==> config.mk <==
export PLATFORM = sky130hd
export DESIGN_NAME = unicode_transcoder_flat
export DESIGN_NICKNAME = d
export VERILOG_FILES = /design/src/rtl/ut_pkg.sv /design/src/rtl/ut_unit_if.sv /design/src/rtl/ut_result_if.sv /design/src/rtl/unicode_transcoder.sv /design/src/flat_wrapper.sv
export VERILOG_INCLUDE_DIRS = /design/src /design/src/rtl
export SDC_FILE = /design/constraint.sdc
export NUM_CORES = 1
export LEC_CHECK = 0
export BUFFER_PORTS_ARGS = -buffer_cell sky130_fd_sc_hd__buf_2
export CAP_MARGIN = 5
export CORE_MARGIN = 2
export CORE_UTILIZATION = 55
export CTS_CLUSTER_DIAMETER = 100
export DETAILED_ROUTE_END_ITERATION = 16
export GPL_TIMING_DRIVEN = 0
export PLACE_DENSITY = 0.86
export SYNTH_ARGS = -nofsm -noshare
export SYNTH_HDL_FRONTEND = slang
export SYNTH_SLANG_ARGS = --single-unit
==> constraint.sdc <==
create_clock -name clk -period 8.22 [get_ports clk]
set_input_delay 1.644 -clock clk [delete_from_list [all_inputs] [get_ports clk]]
set_output_delay 1.644 -clock clk [all_outputs]
set_load 0.02 [all_outputs]
==> src/rtl/unicode_transcoder_macros.svh <==
// Assertion helpers for the RTL
`ifndef UNICODE_TRANSCODER_MACROS_SVH
`define UNICODE_TRANSCODER_MACROS_SVH

// same-cycle implication, disabled during reset
`define UT_ASSERT_NOW(label, ante, cons) \
  label: assert property (@(posedge clk) disable iff (rst) (ante) |-> (cons)) \
    else $error("assertion failed");

// next-cycle implication, disabled during reset
`define UT_ASSERT_NEXT(label, ante, cons) \
  label: assert property (@(posedge clk) disable iff (rst) (ante) |=> (cons)) \
    else $error("assertion failed");

`endif

==> src/rtl/ut_pkg.sv <==
package ut_pkg;

  localparam logic [1:0] ENC_UTF8  = 2'd0;
  localparam logic [1:0] ENC_UTF16 = 2'd1;
  localparam logic [1:0] ENC_UTF32 = 2'd2;

  localparam logic [0:0] REG_INPUT_ENCODING  = 1'b0;
  localparam logic [0:0] REG_OUTPUT_ENCODING = 1'b1;

  localparam logic [1:0] RESET_INPUT_ENCODING  = ENC_UTF8;
  localparam logic [1:0] RESET_OUTPUT_ENCODING = ENC_UTF16;

  localparam logic [15:0] HIGH_SURR_BASE = 16'hD800;
  localparam logic [15:0] LOW_SURR_BASE  = 16'hDC00;
  localparam logic [31:0] SUPPL_BASE     = 32'h0001_0000;
  localparam logic [7:0]  CONT_BASE      = 8'h80;

  typedef logic [31:0] code_t;
  typedef logic [2:0]  count_t;

  typedef struct packed {
    code_t       code;
    logic        err;
    count_t      len;
    logic [1:0]  enc;
  } run_t;

endpackage

==> src/rtl/ut_unit_if.sv <==
interface ut_unit_if import ut_pkg::*; ();
  logic  valid;
  logic  ready;
  code_t unit_in;

  modport source (output valid, output unit_in, input ready);
  modport sink (input valid, input unit_in, output ready);
endinterface

==> src/rtl/ut_result_if.sv <==
interface ut_result_if import ut_pkg::*; ();
  logic  valid;
  logic  ready;
  code_t unit_out;
  logic  last_unit;
  logic  bad_sequence;

  modport source (output valid, output unit_out, output last_unit, output bad_sequence,
                  input ready);
  modport sink (input valid, input unit_out, input last_unit, input bad_sequence,
                output ready);
endinterface

==> src/rtl/unicode_transcoder.sv <==
// Streaming Unicode transcoder. Takes one code unit per item on din in the
// input encoding (UTF-8 with legacy forms up to 8 bytes, UTF-16, UTF-32) and
// returns the same characters on dout in the output encoding, one code unit per
// item, with last_unit on the final unit of each character and bad_sequence on
// the single all-zero item that reports a broken sequence. A new item is taken
// every cycle while each character produces at most one output unit and dout
// is not held off; a character that produces several units (up to 6 for UTF-8,
// 2 for a UTF-16 surrogate pair) is sent out one unit at a time, and the input
// stalls until its last unit is loaded into dout. The user must change
// encodings through the write port only while idle; the block itself does not
// enforce this. Value 3 on either selector acts as UTF-32.
module unicode_transcoder import ut_pkg::*; (
  input  logic              clk,
  input  logic              rst,
  input  logic              wr_en,
  input  logic [0:0]        wr_index,
  input  logic [1:0]        wr_data,
  ut_unit_if.sink           din,
  ut_result_if.source       dout
);

`include "unicode_transcoder_macros.svh"

  logic [1:0] enc_in;
  logic [1:0] enc_out;
  code_t      code;
  count_t     pending;

  run_t       run;
  logic       run_valid;
  count_t     run_idx;

  code_t      code_next;
  count_t     pending_next;
  logic       dec_emit;
  logic       dec_err;
  count_t     dec_len;

  logic       accept;
  logic       out_load;
  logic       run_done;

  code_t      unit_val;
  logic       unit_last;

  logic [7:0]  b;
  logic [15:0] w;
  logic [3:0]  ones;
  logic        w_high;
  logic        w_low;
  count_t      pend_dec;

  always_ff @(posedge clk) begin
    if (rst) begin
      enc_in  <= RESET_INPUT_ENCODING;
      enc_out <= RESET_OUTPUT_ENCODING;
    end else if (wr_en) begin
      case (wr_index)
        REG_INPUT_ENCODING:  enc_in  <= wr_data;
        REG_OUTPUT_ENCODING: enc_out <= wr_data;
        default: ;
      endcase
    end
  end

  assign b        = din.unit_in[7:0];
  assign w        = din.unit_in[15:0];
  assign w_high   = (w[15:10] == 6'b110110);
  assign w_low    = (w[15:10] == 6'b110111);
  assign pend_dec = pending - 3'd1;

  always_comb begin
    casez (b)
      8'b0???????: ones = 4'd0;
      8'b10??????: ones = 4'd1;
      8'b110?????: ones = 4'd2;
      8'b1110????: ones = 4'd3;
      8'b11110???: ones = 4'd4;
      8'b111110??: ones = 4'd5;
      8'b1111110?: ones = 4'd6;
      8'b11111110: ones = 4'd7;
      default:     ones = 4'd8;
    endcase
  end

  always_comb begin
    code_next    = code;
    pending_next = pending;
    dec_emit     = 1'b0;
    dec_err      = 1'b0;
    case (enc_in)
      ENC_UTF8: begin
        if (pending == 3'd0) begin
          if (!b[7]) begin
            code_next = {24'd0, b};
            dec_emit  = 1'b1;
          end else if (ones == 4'd1) begin
            dec_err = 1'b1;
          end else begin
            code_next    = {24'd0, b & (8'hFF >> ones)};
            pending_next = count_t'(ones - 4'd1);
          end
        end else if (b[7:6] != 2'b10) begin
          dec_err = 1'b1;
        end else begin
          pending_next = pend_dec;
          code_next    = {code[25:0], b[5:0]};
          dec_emit     = (pend_dec == 3'd0);
        end
      end
      ENC_UTF16: begin
        if (pending == 3'd0 && w_low) begin
          dec_err = 1'b1;
        end else if (w_high) begin
          pending_next = 3'd1;
          code_next    = {22'd0, w[9:0]};
        end else if (!w_low) begin
          code_next    = {16'd0, w};
          pending_next = 3'd0;
          dec_emit     = 1'b1;
        end else begin
          pending_next = pend_dec;
          code_next    = {code[21:0], w[9:0]} + SUPPL_BASE;
          dec_emit     = (pend_dec == 3'd0);
        end
      end
      default: begin
        code_next    = din.unit_in;
        pending_next = 3'd0;
        dec_emit     = 1'b1;
      end
    endcase
    if (dec_err) begin
      code_next    = '0;
      pending_next = 3'd0;
    end
  end

  always_comb begin
    case (enc_out)
      ENC_UTF8: begin
        if (code_next < 32'h80)            dec_len = 3'd1;
        else if (code_next < 32'h800)      dec_len = 3'd2;
        else if (code_next < 32'h10000)    dec_len = 3'd3;
        else if (code_next < 32'h200000)   dec_len = 3'd4;
        else if (code_next < 32'h4000000)  dec_len = 3'd5;
        else                               dec_len = 3'd6;
      end
      ENC_UTF16: dec_len = (code_next < SUPPL_BASE) ? 3'd1 : 3'd2;
      default:   dec_len = 3'd1;
    endcase
    if (dec_err) dec_len = 3'd1;
  end

  assign out_load  = !dout.valid || dout.ready;
  assign run_done  = run_valid && out_load && (run_idx == run.len - 3'd1);
  assign din.ready = !run_valid || run_done;
  assign accept    = din.valid && din.ready;

  always_ff @(posedge clk) begin
    if (rst) begin
      code    <= '0;
      pending <= '0;
    end else if (accept) begin
      code    <= code_next;
      pending <= pending_next;
    end
  end

  always_ff @(posedge clk) begin
    if (rst) begin
      run_valid <= 1'b0;
      run_idx   <= '0;
    end else begin
      if (accept) begin
        run_valid <= dec_emit || dec_err;
        run_idx   <= '0;
      end else begin
        if (run_valid && out_load) begin
          run_idx <= run_idx + 3'd1;
        end
        if (run_done) begin
          run_valid <= 1'b0;
        end
      end
    end
  end

  always_ff @(posedge clk) begin
    if (accept) begin
      run.code <= code_next;
      run.err  <= dec_err;
      run.len  <= dec_len;
      run.enc  <= enc_out;
    end
  end

  logic [2:0]  tail;
  code_t       surr;
  logic [7:0]  lead;
  logic [5:0]  cont;

  assign tail = run.len - 3'd1 - run_idx;
  assign surr = run.code - SUPPL_BASE;

  always_comb begin
    case (run.len)
      3'd2:    lead = 8'hC0 + {3'd0, run.code[10:6]};
      3'd3:    lead = 8'hE0 + {3'd0, run.code[16:12]};
      3'd4:    lead = 8'hF0 + {3'd0, run.code[22:18]};
      3'd5:    lead = 8'hF8 + {3'd0, run.code[28:24]};
      default: lead = 8'hFC + {6'd0, run.code[31:30]};
    endcase
    case (tail)
      3'd0:    cont = run.code[5:0];
      3'd1:    cont = run.code[11:6];
      3'd2:    cont = run.code[17:12];
      3'd3:    cont = run.code[23:18];
      default: cont = run.code[29:24];
    endcase
  end

  always_comb begin
    unit_last = (tail == 3'd0);
    if (run.err) begin
      unit_val = '0;
    end else begin
      case (run.enc)
        ENC_UTF8: begin
          if (run.len == 3'd1)       unit_val = run.code;
          else if (run_idx == 3'd0)  unit_val = {24'd0, lead};
          else                       unit_val = {24'd0, CONT_BASE + {2'd0, cont}};
        end
        ENC_UTF16: begin
          if (run.len == 3'd1)       unit_val = {16'd0, run.code[15:0]};
          else if (run_idx == 3'd0)  unit_val = {16'd0, HIGH_SURR_BASE + surr[25:10]};
          else                       unit_val = {16'd0, LOW_SURR_BASE + {6'd0, surr[9:0]}};
        end
        default: unit_val = run.code;
      endcase
    end
  end

  always_ff @(posedge clk) begin
    if (rst) begin
      dout.valid <= 1'b0;
    end else if (out_load) begin
      dout.valid <= run_valid;
    end
  end

  always_ff @(posedge clk) begin
    if (out_load && run_valid) begin
      dout.unit_out     <= unit_val;
      dout.last_unit    <= unit_last;
      dout.bad_sequence <= run.err;
    end
  end

  `UT_ASSERT_NOW(a_err_single, dout.valid && dout.bad_sequence, dout.last_unit && dout.unit_out == '0)
  `UT_ASSERT_NOW(a_run_idx_range, run_valid, run_idx < run.len)
  `UT_ASSERT_NEXT(a_err_clears, accept && dec_err, pending == 3'd0 && code == '0)
  `UT_ASSERT_NEXT(a_utf32_no_pending, accept && enc_in != ENC_UTF8 && enc_in != ENC_UTF16, pending == 3'd0)

endmodule

==> src/flat_wrapper.sv <==
// flat-port wrapper written by rule: the top's interface ports become plain ports
module unicode_transcoder_flat import ut_pkg::*;
  (clk, rst, wr_en, wr_index, wr_data, din_valid, din_unit_in, din_ready, dout_valid, dout_unit_out, dout_last_unit, dout_bad_sequence, dout_ready);
  ut_unit_if din_i ();
  ut_result_if dout_i ();
  input  logic clk;
  input  logic rst;
  input  logic wr_en;
  input  logic [0:0] wr_index;
  input  logic [1:0] wr_data;
  input wire logic [$bits(din_i.valid)-1:0] din_valid;
  input wire logic [$bits(din_i.unit_in)-1:0] din_unit_in;
  output wire logic [$bits(din_i.ready)-1:0] din_ready;
  output wire logic [$bits(dout_i.valid)-1:0] dout_valid;
  output wire logic [$bits(dout_i.unit_out)-1:0] dout_unit_out;
  output wire logic [$bits(dout_i.last_unit)-1:0] dout_last_unit;
  output wire logic [$bits(dout_i.bad_sequence)-1:0] dout_bad_sequence;
  input wire logic [$bits(dout_i.ready)-1:0] dout_ready;
  assign din_i.valid = din_valid;
  assign din_i.unit_in = din_unit_in;
  assign din_ready = din_i.ready;
  assign dout_valid = dout_i.valid;
  assign dout_unit_out = dout_i.unit_out;
  assign dout_last_unit = dout_i.last_unit;
  assign dout_bad_sequence = dout_i.bad_sequence;
  assign dout_i.ready = dout_ready;
  unicode_transcoder u_core (.clk(clk), .rst(rst), .wr_en(wr_en), .wr_index(wr_index), .wr_data(wr_data), .din(din_i), .dout(dout_i));
endmodule
---- Yosys cells after proc, flatten, opt, wreduce, memory -nomap -nowiden ----
Cells that the tools add are included.
word-level totals
  register bits after elaboration ......... 116
  bits in latches ......................... 0
  bits in writable memories ............... 0
  ROM bits ................................ 0
  bits of input ports ..................... 40
  output and inout port bits .............. 36
  logic and storage cells ................. 134
  memories ................................ 0
cells by class
  add/subtract/negate cells ............... 15
  multiply operators ...................... 0
  divide/modulo/power cells ............... 0
  $lt $le $gt $ge ......................... 5
  eq/ne operators ......................... 27
  shift operators ......................... 1
  muxes and demuxes ....................... 48
  bitwise gates (word level) .............. 3
  reductions and logical operators ........ 21
operators by type and width
  operator                                                                         number
  32-bit 2-to-1 mux                                                                10
  32-bit case mux with 2 select lines                                              2
  3-bit 2-to-1 mux                                                                 12
  32-bit by 17-bit adder with 32-bit output (second input constant)                1
  32-bit by 12-bit less-than comparator with 1-bit output (second input constant)  1
  32-bit by 17-bit less-than comparator with 1-bit output (second input constant)  1
  32-bit by 22-bit less-than comparator with 1-bit output (second input constant)  1
  32-bit by 27-bit less-than comparator with 1-bit output (second input constant)  1
  32-bit by 8-bit less-than comparator with 1-bit output (second input constant)   1
  4-bit case mux with 8 select lines                                               1
  8-bit case mux with 4 select lines                                               1
  26-bit by 17-bit subtractor with 26-bit output (second input constant)           1
  6-bit case mux with 4 select lines                                               1
  6-bit == test (second input constant)                                            3
  15-bit by 11-bit adder with 16-bit output (first input constant)                 1
  16-bit adder (first input constant)                                              1
  16-bit 2-to-1 mux                                                                1
  1-bit 2-to-1 mux                                                                 13
  3-bit by 2-bit == test with 1-bit output (second input constant)                 4
  3-bit zero test                                                                  4
  3-bit case mux with 2 select lines                                               2
  3-bit == test (second input constant)                                            3
  3-bit by 1-bit subtractor with 3-bit output (second input constant)              3
  7-bit by 6-bit adder with 8-bit output (first input constant)                    1
  other kinds (34)                                                                 50

---- Longest topological paths before layout ----
Gate-level depths: netlist (run 1).
  word-level depth ........................ 16
  mapped depth ............................ 13
  mapped depth without buffers ............ 13

---- Worst setup path before layout (run 1) ----
Ideal clock, no wire load.
  path type ............................... input -> register
  from .................................... input port dout_ready
  to ...................................... register u_core.run[0] in the netlist's numbering, enable pin
  setup time .............................. 417 ps
  arrival time ............................ 4875 ps
  data required time ...................... 7803 ps
  slack ................................... 2928 ps
  cell stages on the path ................. 7
  path buffers ............................ 2
  cell sequence ........................... nand2b_1 > and2_1 > clkbuf_1 > a41o_1 > nand2_1 > inv_1 > clkbuf_1
on the way
  longest elaborated chain between the ends .. 5
ends and longest elaborated chain
  item                             RTL line                   text
  start: declaration               flat_wrapper.sv:18         input wire logic [$bits(dout_i.ready)-1:0] dout_ready;
  1-bit logical OR                 unicode_transcoder.sv:155  assign out_load = !dout.valid || dout.ready;
  1-bit logical AND (2 in series)  unicode_transcoder.sv:156  assign run_done = run_valid && out_load && (run_idx == run.len - 3'd1);
  1-bit logical OR                 unicode_transcoder.sv:157  assign din.ready = !run_valid || run_done;
  via din_ready                    flat_wrapper.sv:13         output wire logic [$bits(din_i.ready)-1:0] din_ready;
  1-bit logical AND                unicode_transcoder.sv:158  assign accept = din.valid && din.ready;
  via u_core.accept                unicode_transcoder.sv:39   logic accept;
  end: declaration                 unicode_transcoder.sv:29   run_t run;
The timed path passes the listed nets, and every way through them passes these cells.
A chain may end at the register's enable or synchronous reset.

---- Worst setup path in the final report (run 1) ----
  from .................................... input port din_unit_in[6]
  to ...................................... register u_core.run[3] in the netlist's numbering, data pin
on the way
  elaborated cells on any way between the ends .. 39
  classes of those cells .................. add/sub: 1; order compare: 5; eq/ne: 9; shift: 1; mux: 22; bitwise: 1
RTL lines
  item                                                                               RTL line                   text
  start: declaration                                                                 flat_wrapper.sv:12         input wire logic [$bits(din_i.unit_in)-1:0] din_unit_in;
  branches (longest 7 deep; another with 32-bit by 17-bit adder with 32-bit output)  --
  32-bit 2-to-1 mux *                                                                unicode_transcoder.sv:133  if (dec_err) begin
  via u_core.code_next[22]                                                           unicode_transcoder.sv:33   code_t code_next;
  32-bit by 27-bit less-than comparator with 1-bit output                            unicode_transcoder.sv:146  else if (code_next < 32'h4000000) dec_len = 3'd5;
  2-bit 2-to-1 mux                                                                   unicode_transcoder.sv:146
  3-bit 2-to-1 mux                                                                   unicode_transcoder.sv:145  else if (code_next < 32'h200000) dec_len = 3'd4;
  3-bit 2-to-1 mux                                                                   unicode_transcoder.sv:144  else if (code_next < 32'h10000) dec_len = 3'd3;
  3-bit 2-to-1 mux                                                                   unicode_transcoder.sv:143  else if (code_next < 32'h800) dec_len = 3'd2;
  3-bit 2-to-1 mux                                                                   unicode_transcoder.sv:142  if (code_next < 32'h80) dec_len = 3'd1;
  3-bit case mux with 2 select lines *                                               unicode_transcoder.sv:140  case (enc_out)
Mark *: on every way through the listed nets, which the timed path passes.

==> results.sh, run 1 <==
export IMPL_status="completed"
export IMPL_fin_nets=930
export IMPL_ctsLongestPathBuffers=2
export IMPL_num_rows=40
export IMPL_fin_crit_ns=4.83
export IMPL_p_seq_share_pct=33.9
export IMPL_synth_edf_count=72
export IMPL_min_to="u_core.pending[1]$_SDFFE_PP0P_"
export IMPL_p_switching_w=0.000878
export IMPL_yosys_most_used_dff="edfxtp_1"
export IMPL_r2r_slack_ns=4.62
export IMPL_crit_required_ns=8.48
export IMPL_clock_skew_ns=0.0105
export IMPL_worstReg2RegStart="u_core.pending[0]$_SDFFE_PP0P_"
export IMPL_ios=76
export IMPL_switching_share_pct=36.7
export IMPL_leakage_nw=3.04
export IMPL_power_total_w=0.00239
export IMPL_reg2reg_depth=11
export IMPL_drv_cap=0
export IMPL_ctsHoldBuffers=0
export IMPL_post_cts_buffers=0
export IMPL_avgViaCountPerCell=6.32
export IMPL_drt_wirelength_per_cell_um=18.9
export IMPL_ant_nets=0
export IMPL_rsz0062_at_grt="no"
export IMPL_cts_tree="done"
export IMPL_min_delay_start="u_core.pending[1]$_SDFFE_PP0P_"
export IMPL_drive_above_1_share_pct=14.3
export IMPL_fp_coreArea_mm2=0.0121
export IMPL_cts_sinks=113
export IMPL_arrival_ns=5.10
export IMPL_numCtsBuffers=17
export IMPL_grt_ovfl_total=0
export IMPL_synth_top_cells_by_area="edfxtp_1, dfxtp_1, a21oi_1"
export IMPL_drc=0
export IMPL_syn_inst=777
export IMPL_vias=6631
export IMPL_async_reset_ff_share_pct=0
export IMPL_synth_seq_cells=113
export IMPL_cp_end_kind="flip-flop"
export IMPL_crit_type="primary input to flip-flop"
export IMPL_startpoint_type="primary input"
export IMPL_fin_area_mm2=0.00814
export IMPL_ys_types=67
export IMPL_setup_viol=0
export IMPL_power_share_clock_pct=33.8
export IMPL_die_x_um=116
export IMPL_p_per_area_mw_per_mm2=294
export IMPL_insertion_delay_ns=0.42
export IMPL_grt_pass1_vias=6027
export IMPL_initial_utilization_pct=56.9
export IMPL_placedCellCount=1018
export IMPL_placed_cell_area_mm2=0.00749
export IMPL_syn_nets=838
export IMPL_startpoint="din_unit_in[6]"
export IMPL_irDropWorstVdd_v=0.000183
export IMPL_gp_routability_congestion=0.985
export IMPL_diodes=0
export IMPL_timing_final_max_slew_violations=0
export IMPL_dp_hpwl_um=14700
export IMPL_finalCritPeriodShare_pct=58.8
export IMPL_place_ws_ns=2.99
export IMPL_postCtsResizedCells=0
export IMPL_clockRootBuffer="clkbuf_16"
export IMPL_grt_pass1_wl_um=31600
export IMPL_max_freq_ghz=0.207
export IMPL_avgSynthCellArea_um2=8.87
export IMPL_grt_max_degree=43
export IMPL_dieArea_mm2=0.0134
export IMPL_io_buffers=72
export IMPL_cts_max_level=4
export IMPL_finalHoldViolCount=0
export IMPL_hp_class="flip-flop to flip-flop"
export IMPL_drt_iter0_markers=700
export IMPL_fin_ws_ns=3.39
export IMPL_antenna_found_initial=0
export IMPL_syn2layout_area_growth_pct=18.1
export IMPL_routed_wl_um=19800
export IMPL_drt_pass1_iter_count=7
export IMPL_intPower_w=0.00152
export IMPL_slew_headroom_pct=31.0
export IMPL_fin_tns_setup_ns=0
export IMPL_synth_top_area_share_pct=31.4
export IMPL_whs_path_depth=2
export IMPL_worst_r2r_endpoint="u_core.run[3]$_SDFFCE_PN0P_"
export IMPL_synth_area_mm2=0.00689
export IMPL_grt_usage_pct=30.7
export IMPL_yosysTopAreaCell="edfxtp_1"
export IMPL_die_h_um=116
export IMPL_yosysSeqAreaShare_pct=43.3
export IMPL_worst_slew_pin_slew_ns=1.03
export IMPL_crit_fanout=10
export IMPL_clk_pin_slew_worst_paths_ns=0.06
export IMPL_final_cells=1050
export IMPL_combPwrFrac_pct=32.2
export IMPL_ys_warn_count=0
==> final cells by class <==
class / instances / area (um^2)
repair buffers: 73 / 380
clock inverters: 15 / 221
multi-input cells: 583 / 3600
inverters: 28 / 110
flip-flops and latches: 113 / 2980
well taps: 168 / 210
clock buffers: 17 / 425
fillers: 1006 / 3970
plain buffers: 53 / 209
==> synthesized netlist by cell type, types with 3 or more instances <==
master,instances
a31oi_1,10
nand4_1,11
o211ai_1,8
inv_1,27
nand2_1,92
o31ai_1,4
a32oi_1,7
nor2b_1,7
a211oi_1,6
xor2_1,10
or4_1,3
buf_2,3
mux2i_1,15
o22ai_1,4
nor3b_1,4
edfxtp_1,72
nand3_1,15
a221oi_1,15
or3_1,3
mux2_2,3
o21ai_0,42
nor4_1,15
xnor2_1,14
and3_1,5
a22o_1,7
a22oi_1,16
and4_1,5
nand2b_1,8
nor3_1,23
o21a_1,3
and2_1,16
clkbuf_1,49
ha_1,20
nor2_1,68
dfxtp_1,41
o41ai_1,3
a21oi_1,84
==> power groups by stage <==
stage	Clock, W	Sequential, W	Combinational [W]
after floorplan	0	0.000838	0.000503
after global placement	0	0.000822	0.000736
after detailed placement	0	0.000820	0.000750
after CTS	0.000814	0.000809	0.000754
after global routing	0.000839	0.000821	0.000843
final	0.000810	0.000813	0.000771
==> cells by family (layout without fill, tap and decap cells) <==
logic type | Yosys count | count (layout) | share of synthesized area [%]
AND/OR/NAND/NOR | 288 | 288 | 20.8
AO/OA/AOI/OAI | 231 | 231 | 21.4
buffers and inverters | 81 | 186 | 4.59
flip-flops | 113 | 113 | 43.3
adder cells (fa/ha/maj) | 21 | 21 | 3.92
XOR/XNOR | 25 | 25 | 3.38
multiplexers | 18 | 18 | 2.67
==> cells in the final DEF, fill, tap and decap left out, types with 14 or more instances in the layout <==
| cell | netlist | routed |
|---|---|---|
| a221oi_1 | 15 | 15 |
| mux2i_1 | 15 | 15 |
| edfxtp_1 | 72 | 72 |
| and2_1 | 16 | 16 |
| clkbuf_1 | 49 | 47 |
| a21oi_1 | 84 | 84 |
| nor2_1 | 68 | 68 |
| clkbuf_16 | 0 | 17 |
| a22oi_1 | 16 | 16 |
| buf_2 | 3 | 75 |
| nor3_1 | 23 | 23 |
| dfxtp_1 | 41 | 41 |
| nor4_1 | 15 | 14 |
| ha_1 | 20 | 20 |
| inv_1 | 27 | 27 |
| xnor2_1 | 14 | 14 |
| nand3_1 | 15 | 15 |
| o21ai_0 | 42 | 42 |
| nand2_1 | 92 | 92 |
==> metrics by stage <==
stage	utilization (%)	hold slack, ns
6_report	67.2	0.456
5_1_grt	67.2	0.475
4_1_cts	67.2	0.459
3_5_place_dp	61.9	0.449
3_3_place_gp	61.6	0.439
2_1_floorplan	-	0.432
==> registers in the layout, summed over array words and instances, names as in the netlist, 2 cells and up <==
signal and cells:
u_core.run 38, u_core.dout.unit_out 32, u_core.code 29, u_core.pending 3, u_core.run_idx 3, u_core.enc_in 2, u_core.enc_out 2
==> worst max-delay path by stage <==
| stage | slack, ns | end |
|---|---|---|
| 2_1_floorplan | 2.93 | u_core.run[0]$_DFFE_PP_ |
| 3_3_place_gp | 2.13 | u_core.run[27]$_DFFE_PP_ |
| 3_5_place_dp | 2.99 | u_core.run[3]$_SDFFCE_PN0P_ |
| 4_1_cts | 3.40 | din_ready |
| 5_1_grt | 3.15 | u_core.run[3]$_SDFFCE_PN0P_ |
| 6_report | 3.39 | u_core.run[3]$_SDFFCE_PN0P_ |
==> per-layer routing <==
metal | share of wire (%) | routed length [um] | track usage, %
met1 | 39 | 7700 | 39.4
met5 | 0 | 0 | 0
met3 | 10 | 2000 | 6.80
met4 | 4.8 | 958 | 15.9
met2 | 46 | 9190 | 49.1
==> worst max-delay path: stages <==
cell and delay, ns:
clkbuf_1 0.35, nand4_1 0.27, nor2_1 0.20, a32oi_1 0.19
inv_1 0.12, ha_1 0.32, nand2_1 0.18, nor3_1 0.31
o31a_1 0.16, a31oi_1 0.11, nor4_1 0.61, nor4b_4 0.37
mux2i_1 0.25
No activity file was read; power rests on OpenSTA's default activity.
==> run 2, diff against run 1 <==
CORE_UTILIZATION = 54   (was 55)
PLACE_DENSITY = 0.87   (was 0.86)
clock period = 4.13 ns   (was 8.22 ns; I/O delays follow)
==> run 2 against run 1 <==
First-iteration DRC count up 18%. Clock skew down 0.0021 ns. Count of clock-buffer cells in the layout unchanged. Global-route usage up 0.43 points. Largest power group unchanged. Hold slack worse by 0.0025 ns. Sequential power up 100%. Design area down 0.40%. Routed wire length up 2.7%.
==> results.sh, run 2 (synthesis gave the netlist of run 1 again) <==
export IMPL_clk_pin_slew_worst_paths_ns=0.06
export IMPL_drt_pass1_iter_count=9
export IMPL_fp_coreArea_mm2=0.0125
export IMPL_critPathCapture="u_core.run[3]$_SDFFCE_PN0P_"
export IMPL_r2r_slack_ns=0.62
export IMPL_status="completed"
export IMPL_finalCritPeriodShare_pct=89.7
export IMPL_clockRootBuffer="clkbuf_16"
export IMPL_ant_nets=0
export IMPL_crit_type="primary input to flip-flop"
export IMPL_arrival_ns=3.86
export IMPL_syn2layout_area_growth_pct=17.6
export IMPL_fin_util_pct=64.8
export IMPL_fin_nets=929
export IMPL_critPathBufInv=3
export IMPL_drv_cap=0
export IMPL_hp_class="flip-flop to flip-flop"
export IMPL_avgViaCountPerCell=6.42
export IMPL_crit_fanout=10
export IMPL_grt_ovfl_total=0
export IMPL_worstReg2RegStart="u_core.pending[0]$_SDFFE_PP0P_"
export IMPL_use_met1_pct=39.2
export IMPL_routed_wl_um=20400
export IMPL_ios=76
export IMPL_crit_top_cell="or3_4"
export IMPL_startpoint="din_unit_in[6]"
export IMPL_critPathSlowestCell="or3_4"
export IMPL_die_x_um=117
export IMPL_fin_crit_ns=3.70
export IMPL_startpoint_type="primary input"
export IMPL_cp_slowest_stage_delay_ns=0.46
export IMPL_finalHoldViolCount=0
export IMPL_ctsLongestPathBuffers=2
export IMPL_ctsHoldBuffers=0
export IMPL_drt_iter0_markers=828
export IMPL_worst_r2r_endpoint="u_core.run[2]$_SDFFCE_PN1P_"
export IMPL_grt_max_degree=48
export IMPL_dieArea_mm2=0.0137
export IMPL_num_rows=41
export IMPL_cp_end_kind="flip-flop"
export IMPL_antenna_found_initial=0
export IMPL_top_regs="u_core.run: 38 flops, u_core.dout.unit_out: 32 flops, u_core.code: 29 flops"
export IMPL_cts_tree="done"
export IMPL_drc=0
export IMPL_path_delay_family="simple AND/OR/NAND/NOR gates"
export IMPL_final_common_cell="nand2_1"
export IMPL_cts_max_level=4
export IMPL_crit_cells=13
export IMPL_slew_headroom_pct=24.9
export IMPL_insertion_delay_ns=0.43
export IMPL_max_freq_ghz=0.270
export IMPL_leakage_nw=3.02
export IMPL_irDropWorstVdd_v=0.000286
export IMPL_reg2reg_depth=11
export IMPL_io_buffers=72
export IMPL_setup_viol=0
export IMPL_drive_above_1_share_pct=14.5
export IMPL_gp_routability_congestion=1.03
export IMPL_use_met3_pct=7.26
export IMPL_final_cell_mix="nand2_1, a21oi_1, buf_2"
export IMPL_cts_sinks=113
export IMPL_crit_required_ns=4.28
export IMPL_diodes=0
export IMPL_fin_tns_setup_ns=0
export IMPL_grt_pass1_wl_um=32400
export IMPL_grt_pass1_vias=6203
export IMPL_dp_hpwl_um=14700
export IMPL_rsz0062_at_grt="no"
export IMPL_largest_reg_flops=38
export IMPL_worst_slew_pin_slew_ns=1.13
export IMPL_power_total_w=0.00471
export IMPL_grt_busiest_layer="met2"
export IMPL_p_per_area_mw_per_mm2=581
export IMPL_clock_skew_ns=0.00842
export IMPL_drt_wirelength_per_cell_um=19.4
export IMPL_initial_utilization_pct=55.1
export IMPL_vias=6757
export IMPL_grt_usage_pct=31.2
export IMPL_numCtsBuffers=17
export IMPL_grt_use_met2_pct=50.3
export IMPL_timing_final_max_slew_violations=0
export IMPL_die_h_um=117
export IMPL_crit_chain="clkbuf_2 -> nand4_1 -> nor2_1 -> a32oi_1 -> inv_1 -> ha_1 -> a311oi_1 -> or3_4 -> clkinv_4 -> a21oi_2 -> or3_4 -> o31ai_1 -> mux2i_1"
export IMPL_largest_register="u_core.run"
==> run 2: cell types whose count changed in the layout (fill, tap and decap cells not counted), sizes merged <==
cell / before / now
bufinv: 4 / 3
buf: 77 / 76
clkinvlp: 0 / 1
inv: 34 / 35
clkinv: 5 / 4
==> run 2: layout make-up <==
cell class / instances / area, um^2
fillers: 1048 / 4410
well taps: 172 / 215
clock buffers: 17 / 425
plain buffers: 53 / 211
clock inverters: 15 / 195
repair buffers: 72 / 360
flip-flops and latches: 113 / 2980
inverters: 28 / 110
multi-input cells: 583 / 3610
==> run 2: per-stage QoR <==
step / setup WS [ns] / instance area [um^2] / std cells / hold WS, ns
final: 0.427 / 8110 / 1053 / 0.454
after global routing: 0.208 / 8110 / 1053 / 0.475
after CTS: 0.232 / 8100 / 1053 / 0.455
after detailed placement: -0.213 / 7480 / 1021 / 0.447
after global placement: -0.274 / 7470 / 1021 / 0.441
after floorplan: 0.312 / 6890 / 777 / 0.432
==> run 2: worst min path at each step <==
stage                                       startpoint                           end  slack, ns  cells past startpoint
after floorplan           u_core.code[27]$_SDFFE_PP0P_  u_core.code[27]$_SDFFE_PP0P_       0.43                      2
after global placement    u_core.code[30]$_SDFFE_PP0P_  u_core.code[30]$_SDFFE_PP0P_       0.44                      2
after detailed placement  u_core.code[30]$_SDFFE_PP0P_  u_core.code[30]$_SDFFE_PP0P_       0.45                      2
after CTS                 u_core.code[30]$_SDFFE_PP0P_  u_core.code[30]$_SDFFE_PP0P_       0.46                      2
after global routing      u_core.code[27]$_SDFFE_PP0P_  u_core.code[27]$_SDFFE_PP0P_       0.47                      2
final                     u_core.code[30]$_SDFFE_PP0P_  u_core.code[30]$_SDFFE_PP0P_       0.45                      2
==> run 2: power breakdown <==
group,leakage (nW),total [W],switching (W),internal [W]
logic,1.68,0.00152,0.000996,0.000525
clock network,0.303,0.00156,0.000590,0.000967
registers,1.04,0.00163,0.000170,0.00146
total,3.02,0.00471,0.00176,0.00295
==> run 2: worst reg2reg max path, cell delays in order (launching register included) <==
cell,delay (ns)
dfxtp_1,0.37
inv_1,0.08
ha_1,0.26
nor2b_1,0.18
buf_2,0.20
nor3_1,0.58
clkbuf_1,0.48
a221oi_1,0.15
a21oi_1,0.36
a211o_1,0.24
o31ai_1,0.13
a22o_1,0.23
==> run 2: per-layer routing <==
metal | part of all wire (%) | vias to the layer above
met1 | 38 | 3078
met3 | 11 | 106
met2 | 46 | 490
met5 | 0 | -
li1 | - | 3083
met4 | 5.6 | 0
==> run 2: timing repair <==
| action | in CTS | in global routing |
|---|---|---|
| endpoints found under the setup margin | 0 | 3 |
| gates resized for setup | 0 | 5 |
| buffers inserted | 0 | 0 |
